--- config.mk ---
export PLATFORM = sky130hd
export DESIGN_NAME = rtc_fields_to_system_ticks
export DESIGN_NICKNAME = d
export VERILOG_FILES = /design/src/rtl/core/rtcst_pkg.sv /design/src/rtl/core/rtcst_decode.sv /design/src/rtl/core/rtcst_date.sv /design/src/rtl/core/rtcst_secs.sv /design/src/rtl/core/rtcst_scale.sv /design/src/rtl/core/rtc_fields_to_system_ticks.sv
export SDC_FILE = /design/constraint.sdc
export NUM_CORES = 2
export LEC_CHECK = 0
export BUFFER_PORTS_ARGS = -buffer_cell sky130_fd_sc_hd__buf_2
export CORE_ASPECT_RATIO = 1.5
export CORE_UTILIZATION = 59
export CTS_CLUSTER_DIAMETER = 30
export DETAILED_ROUTE_END_ITERATION = 16
export PLACE_DENSITY = 0.79
export SYNTH_ARGS = -nofsm -noshare
export SYNTH_HDL_FRONTEND = slang
export SYNTH_SLANG_ARGS = --single-unit
--- constraint.sdc ---
create_clock -name clk -period 7.33 [get_ports clk]
set_input_delay 0.733 -clock clk [delete_from_list [all_inputs] [get_ports clk]]
set_output_delay 0.733 -clock clk [all_outputs]
set_load 0.03 [all_outputs]
--- src/rtl/core/rtcst_pkg.sv ---
`timescale 1ns / 1ps

package rtcst_pkg;

    // Field and datapath widths
    localparam int BYTE_W    = 8;
    localparam int YEAR_W    = 15;
    localparam int MONTH_W   = 4;
    localparam int QUOT_W    = 9;
    localparam int LEAPS_W   = 13;
    localparam int N365_W    = 24;
    localparam int MSD_W     = 9;
    localparam int DAYS_W    = 25;
    localparam int HOURS_W   = 30;
    localparam int MINS_W    = 36;
    localparam int SECS_W    = 42;
    localparam int SECS_C_W  = 39;
    localparam int SPLIT_W   = 20;
    localparam int TPS_W     = 24;
    localparam int PP_W      = 44;
    localparam int TICKS_W   = 62;
    localparam int LATENCY   = 9;

    localparam logic [YEAR_W-1:0]   EPOCH_YEAR    = 15'd1600;
    localparam logic [TPS_W-1:0]    TICKS_PER_SEC = 24'd10000000;
    // largest second count whose tick count still fits in TICKS_W bits
    localparam logic [SECS_C_W-1:0] SECS_MAX      = 39'd461168601842;
    localparam logic [TICKS_W-1:0]  TICKS_MAX     = '1;

    // Configuration register indexes
    localparam logic CFG_BCD_MODE        = 1'b0;
    localparam logic CFG_TWELVE_HOUR     = 1'b1;

    // Stage 1 result: decoded register bytes
    typedef struct packed {
        logic                invalid;
        logic [BYTE_W-1:0]   second;
        logic [BYTE_W-1:0]   minute;
        logic [BYTE_W-1:0]   hour;
        logic [BYTE_W-1:0]   day;
        logic [MONTH_W-1:0]  month;
        logic [YEAR_W-1:0]   year;
    } rtcst_dec_t;

    // Stage 3 result: day count, two's complement
    typedef struct packed {
        logic                invalid;
        logic [DAYS_W-1:0]   days;
        logic [BYTE_W-1:0]   hour;
        logic [BYTE_W-1:0]   minute;
        logic [BYTE_W-1:0]   second;
    } rtcst_days_t;

    // Stage 6 result: second count, two's complement
    typedef struct packed {
        logic                invalid;
        logic [SECS_W-1:0]   secs;
    } rtcst_secs_t;

    // BCD or binary byte decode; nibbles above 9 are not checked
    function automatic logic [BYTE_W-1:0] decode_byte(input logic [BYTE_W-1:0] raw,
                                                      input logic bcd);
        logic [BYTE_W-1:0] tens;
        tens = BYTE_W'({4'd0, raw[7:4]} * 8'd10);
        if (bcd)
            return tens + {4'd0, raw[3:0]};
        return raw;
    endfunction

    // floor(x / 100) by reciprocal multiply, exact for any 15-bit x
    function automatic logic [QUOT_W-1:0] div100(input logic [YEAR_W-1:0] x);
        logic [27:0] prod;
        prod = {13'd0, x} * 28'd5243;
        return prod[27:19];
    endfunction

    // Days before the first of the month in a common year
    function automatic logic [MSD_W-1:0] month_start(input logic [MONTH_W-1:0] m);
        logic [MSD_W-1:0] d;
        case (m)
            4'd2:    d = 9'd31;
            4'd3:    d = 9'd59;
            4'd4:    d = 9'd90;
            4'd5:    d = 9'd120;
            4'd6:    d = 9'd151;
            4'd7:    d = 9'd181;
            4'd8:    d = 9'd212;
            4'd9:    d = 9'd243;
            4'd10:   d = 9'd273;
            4'd11:   d = 9'd304;
            4'd12:   d = 9'd334;
            default: d = 9'd0;
        endcase
        return d;
    endfunction

endpackage

--- src/rtl/core/rtcst_decode.sv ---
`timescale 1ns / 1ps

module rtcst_decode (
    input  logic                       clk,
    input  logic                       rst_n,
    input  logic                       in_valid,
    input  logic                       bcd_mode,
    input  logic                       twelve_hour_mode,
    input  logic [7:0]                 second_raw,
    input  logic [7:0]                 minute_raw,
    input  logic [7:0]                 hour_raw,
    input  logic [7:0]                 day_raw,
    input  logic [7:0]                 month_raw,
    input  logic [7:0]                 year_raw,
    input  logic [7:0]                 century_raw,
    output logic                       dec_valid,
    output rtcst_pkg::rtcst_dec_t      dec
);
    import rtcst_pkg::*;

    logic              valid_reg;
    rtcst_dec_t        dec_reg;
    rtcst_dec_t        dec_next;
    logic [BYTE_W-1:0] hour_d;
    logic [BYTE_W-1:0] month_d;
    logic [YEAR_W-1:0] year_d;

    // Hour: 12-hour form maps 12 to 0, then PM adds 12
    always_comb
    begin
        if (twelve_hour_mode)
        begin
            hour_d = decode_byte({1'b0, hour_raw[6:0]}, bcd_mode);
            if (hour_d == 8'd12)
                hour_d = '0;
            if (hour_raw[7])
                hour_d = hour_d + 8'd12;
        end
        else
        begin
            hour_d = decode_byte(hour_raw, bcd_mode);
        end
    end

    // Remaining fields, full year and range check
    always_comb
    begin
        month_d = decode_byte(month_raw, bcd_mode);
        year_d  = {7'd0, decode_byte(year_raw, bcd_mode)}
                + {7'd0, decode_byte(century_raw, bcd_mode)} * 15'd100;
        dec_next.second  = decode_byte(second_raw, bcd_mode);
        dec_next.minute  = decode_byte(minute_raw, bcd_mode);
        dec_next.hour    = hour_d;
        dec_next.day     = decode_byte(day_raw, bcd_mode);
        dec_next.month   = month_d[MONTH_W-1:0];
        dec_next.year    = year_d;
        dec_next.invalid = (month_d == 8'd0) || (month_d > 8'd12) || (year_d < EPOCH_YEAR);
    end

    always_ff @(posedge clk or negedge rst_n)
    begin
        if (!rst_n)
            valid_reg <= 1'b0;
        else
            valid_reg <= in_valid;
    end

    always_ff @(posedge clk)
    begin
        dec_reg <= dec_next;
    end

    assign dec_valid = valid_reg;
    assign dec       = dec_reg;

endmodule

--- src/rtl/core/rtcst_date.sv ---
`timescale 1ns / 1ps

module rtcst_date (
    input  logic                       clk,
    input  logic                       rst_n,
    input  logic                       dec_valid,
    input  rtcst_pkg::rtcst_dec_t      dec,
    output logic                       days_valid,
    output rtcst_pkg::rtcst_days_t     days
);
    import rtcst_pkg::*;

    // Stage 2 registers
    logic               valid2_reg;
    logic [YEAR_W-1:0]  n_reg;
    logic [YEAR_W-1:0]  n_next;
    logic [N365_W-1:0]  n365_reg;
    logic [N365_W-1:0]  n365_next;
    logic [QUOT_W-1:0]  qn_reg;
    logic [QUOT_W-1:0]  qn_next;
    logic [QUOT_W-1:0]  qa_reg;
    logic [QUOT_W-1:0]  qa_next;
    logic [QUOT_W-1:0]  qb_reg;
    logic [QUOT_W-1:0]  qb_next;
    rtcst_dec_t         dec2_reg;

    // Stage 3 registers
    logic               valid3_reg;
    rtcst_days_t        days_reg;
    rtcst_days_t        days_next;

    logic [LEAPS_W-1:0] q4;
    logic [LEAPS_W-1:0] leaps;
    logic               cent;
    logic               leap_year;
    logic [DAYS_W-1:0]  days_u;

    // Years since epoch, n*365 and the quotients for the leap count
    always_comb
    begin
        n_next    = dec.year - EPOCH_YEAR;
        n365_next = {9'd0, n_next} * 24'd365;
        qn_next   = div100(n_next);
        qa_next   = div100(n_next + 15'd99);
        qb_next   = div100(YEAR_W'((n_next + 15'd399) >> 2));
    end

    // Leap days before this year, leap test of this year, day count
    always_comb
    begin
        q4        = LEAPS_W'((n_reg + 15'd3) >> 2);
        leaps     = q4 - LEAPS_W'(qa_reg) + LEAPS_W'(qb_reg);
        cent      = (n_reg == YEAR_W'({6'd0, qn_reg} * 15'd100));
        leap_year = (n_reg[1:0] == 2'd0) && (!cent || (qn_reg[1:0] == 2'd0));
        days_u    = DAYS_W'(n365_reg) + DAYS_W'(leaps)
                  + DAYS_W'(month_start(dec2_reg.month))
                  + DAYS_W'(leap_year && (dec2_reg.month > 4'd2))
                  + DAYS_W'(dec2_reg.day);
        days_next.invalid = dec2_reg.invalid;
        days_next.days    = days_u - 25'd1;
        days_next.hour    = dec2_reg.hour;
        days_next.minute  = dec2_reg.minute;
        days_next.second  = dec2_reg.second;
    end

    always_ff @(posedge clk or negedge rst_n)
    begin
        if (!rst_n)
        begin
            valid2_reg <= 1'b0;
            valid3_reg <= 1'b0;
        end
        else
        begin
            valid2_reg <= dec_valid;
            valid3_reg <= valid2_reg;
        end
    end

    always_ff @(posedge clk)
    begin
        n_reg    <= n_next;
        n365_reg <= n365_next;
        qn_reg   <= qn_next;
        qa_reg   <= qa_next;
        qb_reg   <= qb_next;
        dec2_reg <= dec;
        days_reg <= days_next;
    end

    assign days_valid = valid3_reg;
    assign days       = days_reg;

endmodule

--- src/rtl/core/rtcst_secs.sv ---
`timescale 1ns / 1ps

module rtcst_secs (
    input  logic                       clk,
    input  logic                       rst_n,
    input  logic                       days_valid,
    input  rtcst_pkg::rtcst_days_t     days,
    output logic                       secs_valid,
    output rtcst_pkg::rtcst_secs_t     secs
);
    import rtcst_pkg::*;

    // Stage 4: hours
    logic                       valid4_reg;
    logic signed [HOURS_W-1:0]  hours_reg;
    logic signed [HOURS_W-1:0]  hours_next;
    logic [BYTE_W-1:0]          minute4_reg;
    logic [BYTE_W-1:0]          second4_reg;
    logic                       invalid4_reg;

    // Stage 5: minutes
    logic                       valid5_reg;
    logic signed [MINS_W-1:0]   mins_reg;
    logic signed [MINS_W-1:0]   mins_next;
    logic [BYTE_W-1:0]          second5_reg;
    logic                       invalid5_reg;

    // Stage 6: seconds
    logic                       valid6_reg;
    rtcst_secs_t                secs_reg;
    rtcst_secs_t                secs_next;
    logic signed [SECS_W-1:0]   secs_s;

    // One multiply-add per stage, sign carried through
    always_comb
    begin
        hours_next = HOURS_W'($signed(days.days)) * 30'sd24
                   + signed'(HOURS_W'(days.hour));
        mins_next  = MINS_W'(hours_reg) * 36'sd60 + signed'(MINS_W'(minute4_reg));
        secs_s     = SECS_W'(mins_reg) * 42'sd60 + signed'(SECS_W'(second5_reg));
        secs_next.invalid = invalid5_reg;
        secs_next.secs    = secs_s;
    end

    always_ff @(posedge clk or negedge rst_n)
    begin
        if (!rst_n)
        begin
            valid4_reg <= 1'b0;
            valid5_reg <= 1'b0;
            valid6_reg <= 1'b0;
        end
        else
        begin
            valid4_reg <= days_valid;
            valid5_reg <= valid4_reg;
            valid6_reg <= valid5_reg;
        end
    end

    always_ff @(posedge clk)
    begin
        hours_reg    <= hours_next;
        minute4_reg  <= days.minute;
        second4_reg  <= days.second;
        invalid4_reg <= days.invalid;
        mins_reg     <= mins_next;
        second5_reg  <= second4_reg;
        invalid5_reg <= invalid4_reg;
        secs_reg     <= secs_next;
    end

    assign secs_valid = valid6_reg;
    assign secs       = secs_reg;

endmodule

--- src/rtl/core/rtcst_scale.sv ---
`timescale 1ns / 1ps

module rtcst_scale (
    input  logic                       clk,
    input  logic                       rst_n,
    input  logic                       secs_valid,
    input  rtcst_pkg::rtcst_secs_t     secs,
    output logic                       done,
    output logic [61:0]                ticks,
    output logic                       invalid
);
    import rtcst_pkg::*;

    // Stage 7: clamp
    logic                   valid7_reg;
    logic [SECS_C_W-1:0]    secs_c_reg;
    logic [SECS_C_W-1:0]    secs_c_next;
    logic                   sat7_reg;
    logic                   sat7_next;
    logic                   invalid7_reg;
    logic                   neg;

    // Stage 8: partial products
    logic                   valid8_reg;
    logic [PP_W-1:0]        pp_lo_reg;
    logic [PP_W-1:0]        pp_lo_next;
    logic [PP_W-1:0]        pp_hi_reg;
    logic [PP_W-1:0]        pp_hi_next;
    logic                   sat8_reg;
    logic                   invalid8_reg;

    // Stage 9: output
    logic                   done_reg;
    logic [TICKS_W-1:0]     ticks_reg;
    logic [TICKS_W-1:0]     ticks_next;
    logic [TICKS_W-1:0]     sum;
    logic                   invalid_reg;

    // Negative counts go to zero, counts past the tick range saturate
    always_comb
    begin
        neg         = secs.secs[SECS_W-1];
        sat7_next   = !neg && (secs.secs > SECS_W'(SECS_MAX));
        secs_c_next = neg ? '0 : secs.secs[SECS_C_W-1:0];
    end

    // Seconds times ticks per second, split in two halves
    always_comb
    begin
        pp_lo_next = PP_W'(secs_c_reg[SPLIT_W-1:0]) * PP_W'(TICKS_PER_SEC);
        pp_hi_next = PP_W'(secs_c_reg[SECS_C_W-1:SPLIT_W]) * PP_W'(TICKS_PER_SEC);
    end

    always_comb
    begin
        sum = (TICKS_W'(pp_hi_reg) << SPLIT_W) + TICKS_W'(pp_lo_reg);
        if (invalid8_reg)
            ticks_next = '0;
        else if (sat8_reg)
            ticks_next = TICKS_MAX;
        else
            ticks_next = sum;
    end

    always_ff @(posedge clk or negedge rst_n)
    begin
        if (!rst_n)
        begin
            valid7_reg <= 1'b0;
            valid8_reg <= 1'b0;
            done_reg   <= 1'b0;
        end
        else
        begin
            valid7_reg <= secs_valid;
            valid8_reg <= valid7_reg;
            done_reg   <= valid8_reg;
        end
    end

    always_ff @(posedge clk)
    begin
        secs_c_reg   <= secs_c_next;
        sat7_reg     <= sat7_next;
        invalid7_reg <= secs.invalid;
        pp_lo_reg    <= pp_lo_next;
        pp_hi_reg    <= pp_hi_next;
        sat8_reg     <= sat7_reg;
        invalid8_reg <= invalid7_reg;
        ticks_reg    <= ticks_next;
        invalid_reg  <= invalid8_reg;
    end

    assign done    = done_reg;
    assign ticks   = ticks_reg;
    assign invalid = invalid_reg;

endmodule

--- src/rtl/core/rtc_fields_to_system_ticks.sv ---
`timescale 1ns / 1ps

// Clock-chip register bytes to 100 ns ticks since 1600-01-01 00:00:00.
// Input: pulse start with the seven raw bytes (second .. century) on the
// input ports; a transaction is taken at every edge with start high and busy
// low. busy never rises, so a new transaction may come in every cycle.
// Output: done is high for exactly one cycle with ticks and invalid valid in
// that cycle, once the transaction has left the last stage. Results come
// out in input order; the receiver cannot stall, so nothing is held back.
// Throughput is one transaction per cycle, set by the nine-stage pipeline:
// decode, date prep, day count, hours, minutes, seconds, clamp, split
// multiply by 10^7, final add.
// Configuration: cfg_valid/cfg_ready write cfg_data to register cfg_index
// (0: bcd_mode, 1: twelve_hour_mode); cfg_ready is always high. Write only
// while no transaction is in flight.
// Reset: both mode bits return to 1 and the pipeline empties; no transaction
// in flight survives reset.
// A month outside 1..12 or a year below 1600 gives ticks 0 with invalid set.
module rtc_fields_to_system_ticks (
    input  logic        clk,
    input  logic        rst_n,
    input  logic        start,
    output logic        busy,
    input  logic [7:0]  second_raw,
    input  logic [7:0]  minute_raw,
    input  logic [7:0]  hour_raw,
    input  logic [7:0]  day_raw,
    input  logic [7:0]  month_raw,
    input  logic [7:0]  year_raw,
    input  logic [7:0]  century_raw,
    output logic        done,
    output logic [61:0] ticks,
    output logic        invalid,
    input  logic        cfg_valid,
    output logic        cfg_ready,
    input  logic        cfg_index,
    input  logic        cfg_data
);
    import rtcst_pkg::*;

    logic           bcd_mode_reg;
    logic           bcd_mode_next;
    logic           twelve_hour_mode_reg;
    logic           twelve_hour_mode_next;
    logic           in_valid;
    logic           dec_valid;
    rtcst_dec_t     dec;
    logic           days_valid;
    rtcst_days_t    days;
    logic           secs_valid;
    rtcst_secs_t    secs;

    assign busy      = 1'b0;
    assign cfg_ready = 1'b1;
    assign in_valid  = start && !busy;

    // Mode registers
    always_comb
    begin
        bcd_mode_next         = bcd_mode_reg;
        twelve_hour_mode_next = twelve_hour_mode_reg;
        if (cfg_valid && cfg_ready)
        begin
            case (cfg_index)
                CFG_BCD_MODE:    bcd_mode_next         = cfg_data;
                CFG_TWELVE_HOUR: twelve_hour_mode_next = cfg_data;
                default:         bcd_mode_next         = bcd_mode_reg;
            endcase
        end
    end

    always_ff @(posedge clk or negedge rst_n)
    begin
        if (!rst_n)
        begin
            bcd_mode_reg         <= 1'b1;
            twelve_hour_mode_reg <= 1'b1;
        end
        else
        begin
            bcd_mode_reg         <= bcd_mode_next;
            twelve_hour_mode_reg <= twelve_hour_mode_next;
        end
    end

    rtcst_decode u_decode (
        .clk              (clk),
        .rst_n            (rst_n),
        .in_valid         (in_valid),
        .bcd_mode         (bcd_mode_reg),
        .twelve_hour_mode (twelve_hour_mode_reg),
        .second_raw       (second_raw),
        .minute_raw       (minute_raw),
        .hour_raw         (hour_raw),
        .day_raw          (day_raw),
        .month_raw        (month_raw),
        .year_raw         (year_raw),
        .century_raw      (century_raw),
        .dec_valid        (dec_valid),
        .dec              (dec)
    );

    rtcst_date u_date (
        .clk        (clk),
        .rst_n      (rst_n),
        .dec_valid  (dec_valid),
        .dec        (dec),
        .days_valid (days_valid),
        .days       (days)
    );

    rtcst_secs u_secs (
        .clk        (clk),
        .rst_n      (rst_n),
        .days_valid (days_valid),
        .days       (days),
        .secs_valid (secs_valid),
        .secs       (secs)
    );

    rtcst_scale u_scale (
        .clk        (clk),
        .rst_n      (rst_n),
        .secs_valid (secs_valid),
        .secs       (secs),
        .done       (done),
        .ticks      (ticks),
        .invalid    (invalid)
    );

    // Every accepted transaction yields a result after the pipeline latency
    a_latency: assert property (@(posedge clk) disable iff (!rst_n)
        in_valid |-> ##LATENCY done)
        else $error("result missing after pipeline latency");

    // No result without a transaction taken at the matching edge
    a_no_spurious: assert property (@(posedge clk) disable iff (!rst_n)
        done |-> $past(in_valid, LATENCY))
        else $error("result without accepted transaction");

    // Invalid dates report zero ticks
    a_invalid_zero: assert property (@(posedge clk) disable iff (!rst_n)
        done && invalid |-> ticks == '0)
        else $error("invalid date with nonzero ticks");

endmodule

==> results_dict.tcl <==
set metrics [dict create \
    status "finished clean" \
    drv_slew 0 \
    drcViolationCount 0 \
    drtAntennaViolNets 0 \
    final_cell_mix "inv_1 (1296), ha_1 (1124), fa_1 (588)" \
    path_max_fanout 3 \
    utilization 0.660 \
    crit_arrival_ns 7.59 \
    wirelength_um 124000 \
    regArea_sq_um 10600 \
    fp.coreArea_sq_um 93200 \
    postCtsSetupBuffers 0 \
    grt_pass1_vias 43700 \
    die-area_sq_um 95500 \
    fin_nets 7791 \
    multiInputGateArea_sq_um 39900 \
    drt_iter0_drc 1255 \
    largest_reg_flops 56 \
    path_clk_slew_ns 0.06 \
    hold_slack_ns 0.128 \
    dp_hpwl_um 106000 \
    gp_congestion 1.00 \
    synth_area_sq_um 55600 \
    critPathLaunchType "flip-flop" \
    timing.rr.end "u_date.days[48]$_DFF_P_" \
    synthFlopType "dfxtp_1" \
    tightestPinTransition_ns 1.14 \
    via_count 39400 \
    reg2regPathDepth 29 \
    ios 128 \
    fmax_mhz 143 \
    firstDrtPassIters 5 \
    holdCritPathClass "in -> reg" \
    slowest_delay_ns 0.46 \
    maxCapViolCount 0 \
    path_class "reg -> reg" \
    clockBufferDepth 3 \
    grt_max_degree 58 \
    area_growth_pct 10.7 \
    portBuffers 125 \
    cts-buffers-inserted 93 \
    crit_path_end_kind "flip-flop" \
    setup_viol 0 \
    yosysUniqueCellTypes 93 \
    fin_tns_setup_ns 0 \
    yosys_warnings 0 \
    syn-mean-instance-area_sq_um 9.63 \
    grt_overflow 0 \
    drive_gt1_frac 0.0730 \
    die_width_um 253 \
    grt_usage 0.270 \
    fill_cells 7304 \
    synth_nets 7552 \
    rrSetupSlack_ns 0.32 \
    fin_skew_ns 0.0502 \
    clock_sinks 528 \
    initial_utilization 0.596 \
    dieHeight_um 378 \
    period_needed_ns 7.01 \
    ys_seq_area_frac 0.191 \
    wl_per_cell_um 16.9 \
    synth_edf_count 0 \
    root_buffer "clkbuf_16" \
    finalHoldViolCount 0 \
    post-route-period-util 0.957 \
    timing.rr.start "u_date.qn_reg[2]$_DFF_P_" \
    crit_slowest_cell "fa_1" \
    antenna_found_initial 0 \
    slew_headroom 0.234 \
    htree_num_levels 3 \
    insertion_delay_ns 0.70 \
    rows 137 \
    final_common_cell "inv_1" \
    synthArstFlopShare 0.0208 \
    synth_seq_cells 528 \
    grt_pass1_wl_um 203000 \
    required_ns 7.91 \
    cp-endpoint "u_date.days[48]$_DFF_P_" \
    stdcell_area_sq_um 61500 \
    critPathLaunch "u_date.qn_reg[2]$_DFF_P_" \
    tritoncts "yes" \
    synthCells 5778 \
    via_per_inst 5.36 \
    placed_area_sq_um 58100 \
]
[cell families after synthesis]
kind of cell | Yosys count | synth area share
flip-flops | 528 | 0.191
AO/OA/AOI/OAI | 817 | 0.0933
multiplexers | 41 | 0.00823
buffers and inverters | 1352 | 0.0920
AND/OR/NAND/NOR | 867 | 0.0784
other | 2 | 0.000135
adder cells (fa/ha/maj) | 1712 | 0.464
XOR/XNOR | 459 | 0.0724
[area by class of cell]
class	count	share of cell area
Sequential cell	528	0.173
Tap cell	1251	0.0254
Multi-Input combinational cell	3898	0.649
Timing Repair Buffer	198	0.0191
Inverter	1298	0.0792
Clock inverter	58	0.0140
Clock buffer	112	0.0406
Antenna cell	1	0.0000407
[critical path, delay by kind of cell (launching register included)]
family,cells,cell delay [ns]
AO/OA/AOI/OAI,16,3.25
AND/OR/NAND/NOR,3,0.47
buffers and inverters,1,0.09
XOR/XNOR,2,0.30
adder cells (fa/ha/maj),7,2.45
flip-flops,1,0.33
[how the worst min path moves through the flow]
stage                                 start                       end  slack [ns]  cells after the start
5_1_grt                       second_raw[0]  u_decode.dec[43]$_DFF_P_         0.1                      1
2_1_floorplan   u_date.days_next[0]$_DFF_P_    u_date.days[0]$_DFF_P_        0.31                      0
3_3_place_gp       u_scale.sat7_reg$_DFF_P_  u_scale.sat8_reg$_DFF_P_        0.31                      0
6_report                      second_raw[0]  u_decode.dec[43]$_DFF_P_        0.13                      1
4_1_cts                       second_raw[0]  u_decode.dec[43]$_DFF_P_        0.08                      1
3_5_place_dp   u_date.days_next[15]$_DFF_P_   u_date.days[15]$_DFF_P_        0.31                      0
[Yosys cell counts (57+ instances only)]
master	number	area share
dfxtp_1	517	0.19
nor2b_1	97	0.011
fa_1	588	0.21
xor2_1	137	0.022
xnor2_1	321	0.051
inv_1	1296	0.087
a21oi_1	272	0.024
nor3_1	57	0.0051
nor2_1	265	0.018
o21ai_0	137	0.012
ha_1	1124	0.25
nand2_1	167	0.011
a21o_1	127	0.017
nand3_1	68	0.0061
[per-stage QoR]
stage               instances  setup WS [ns]
finish                   7344          0.318
global route             7343       -0.00254
CTS                      7343         0.0309
detailed placement       7172         0.0572
global placement         7172          0.232
floorplan                5778         0.0604
[per-layer routing]
layer  up-vias  track usage  routed length, um  part of all wire
met3       474       0.0340               3340             0.027
li1      19200            -                  -                 -
met5         -            0                  0                 0
met1     19000        0.214              38200              0.31
met4         0        0.247              12700              0.10
met2       716        0.549              70000              0.56
[timing repair]
action / CTS / global route
setup endpoints to repair: 1 / 12
hold buffers: 1 / 0
endpoints found under the hold margin: 9 / 0
gates resized for setup: 1 / 17
pin swaps: 0 / 1
Power is left out: the tool's default activity adds up to more than one toggle a clock period on the data nets, which glitch-free logic cannot reach.
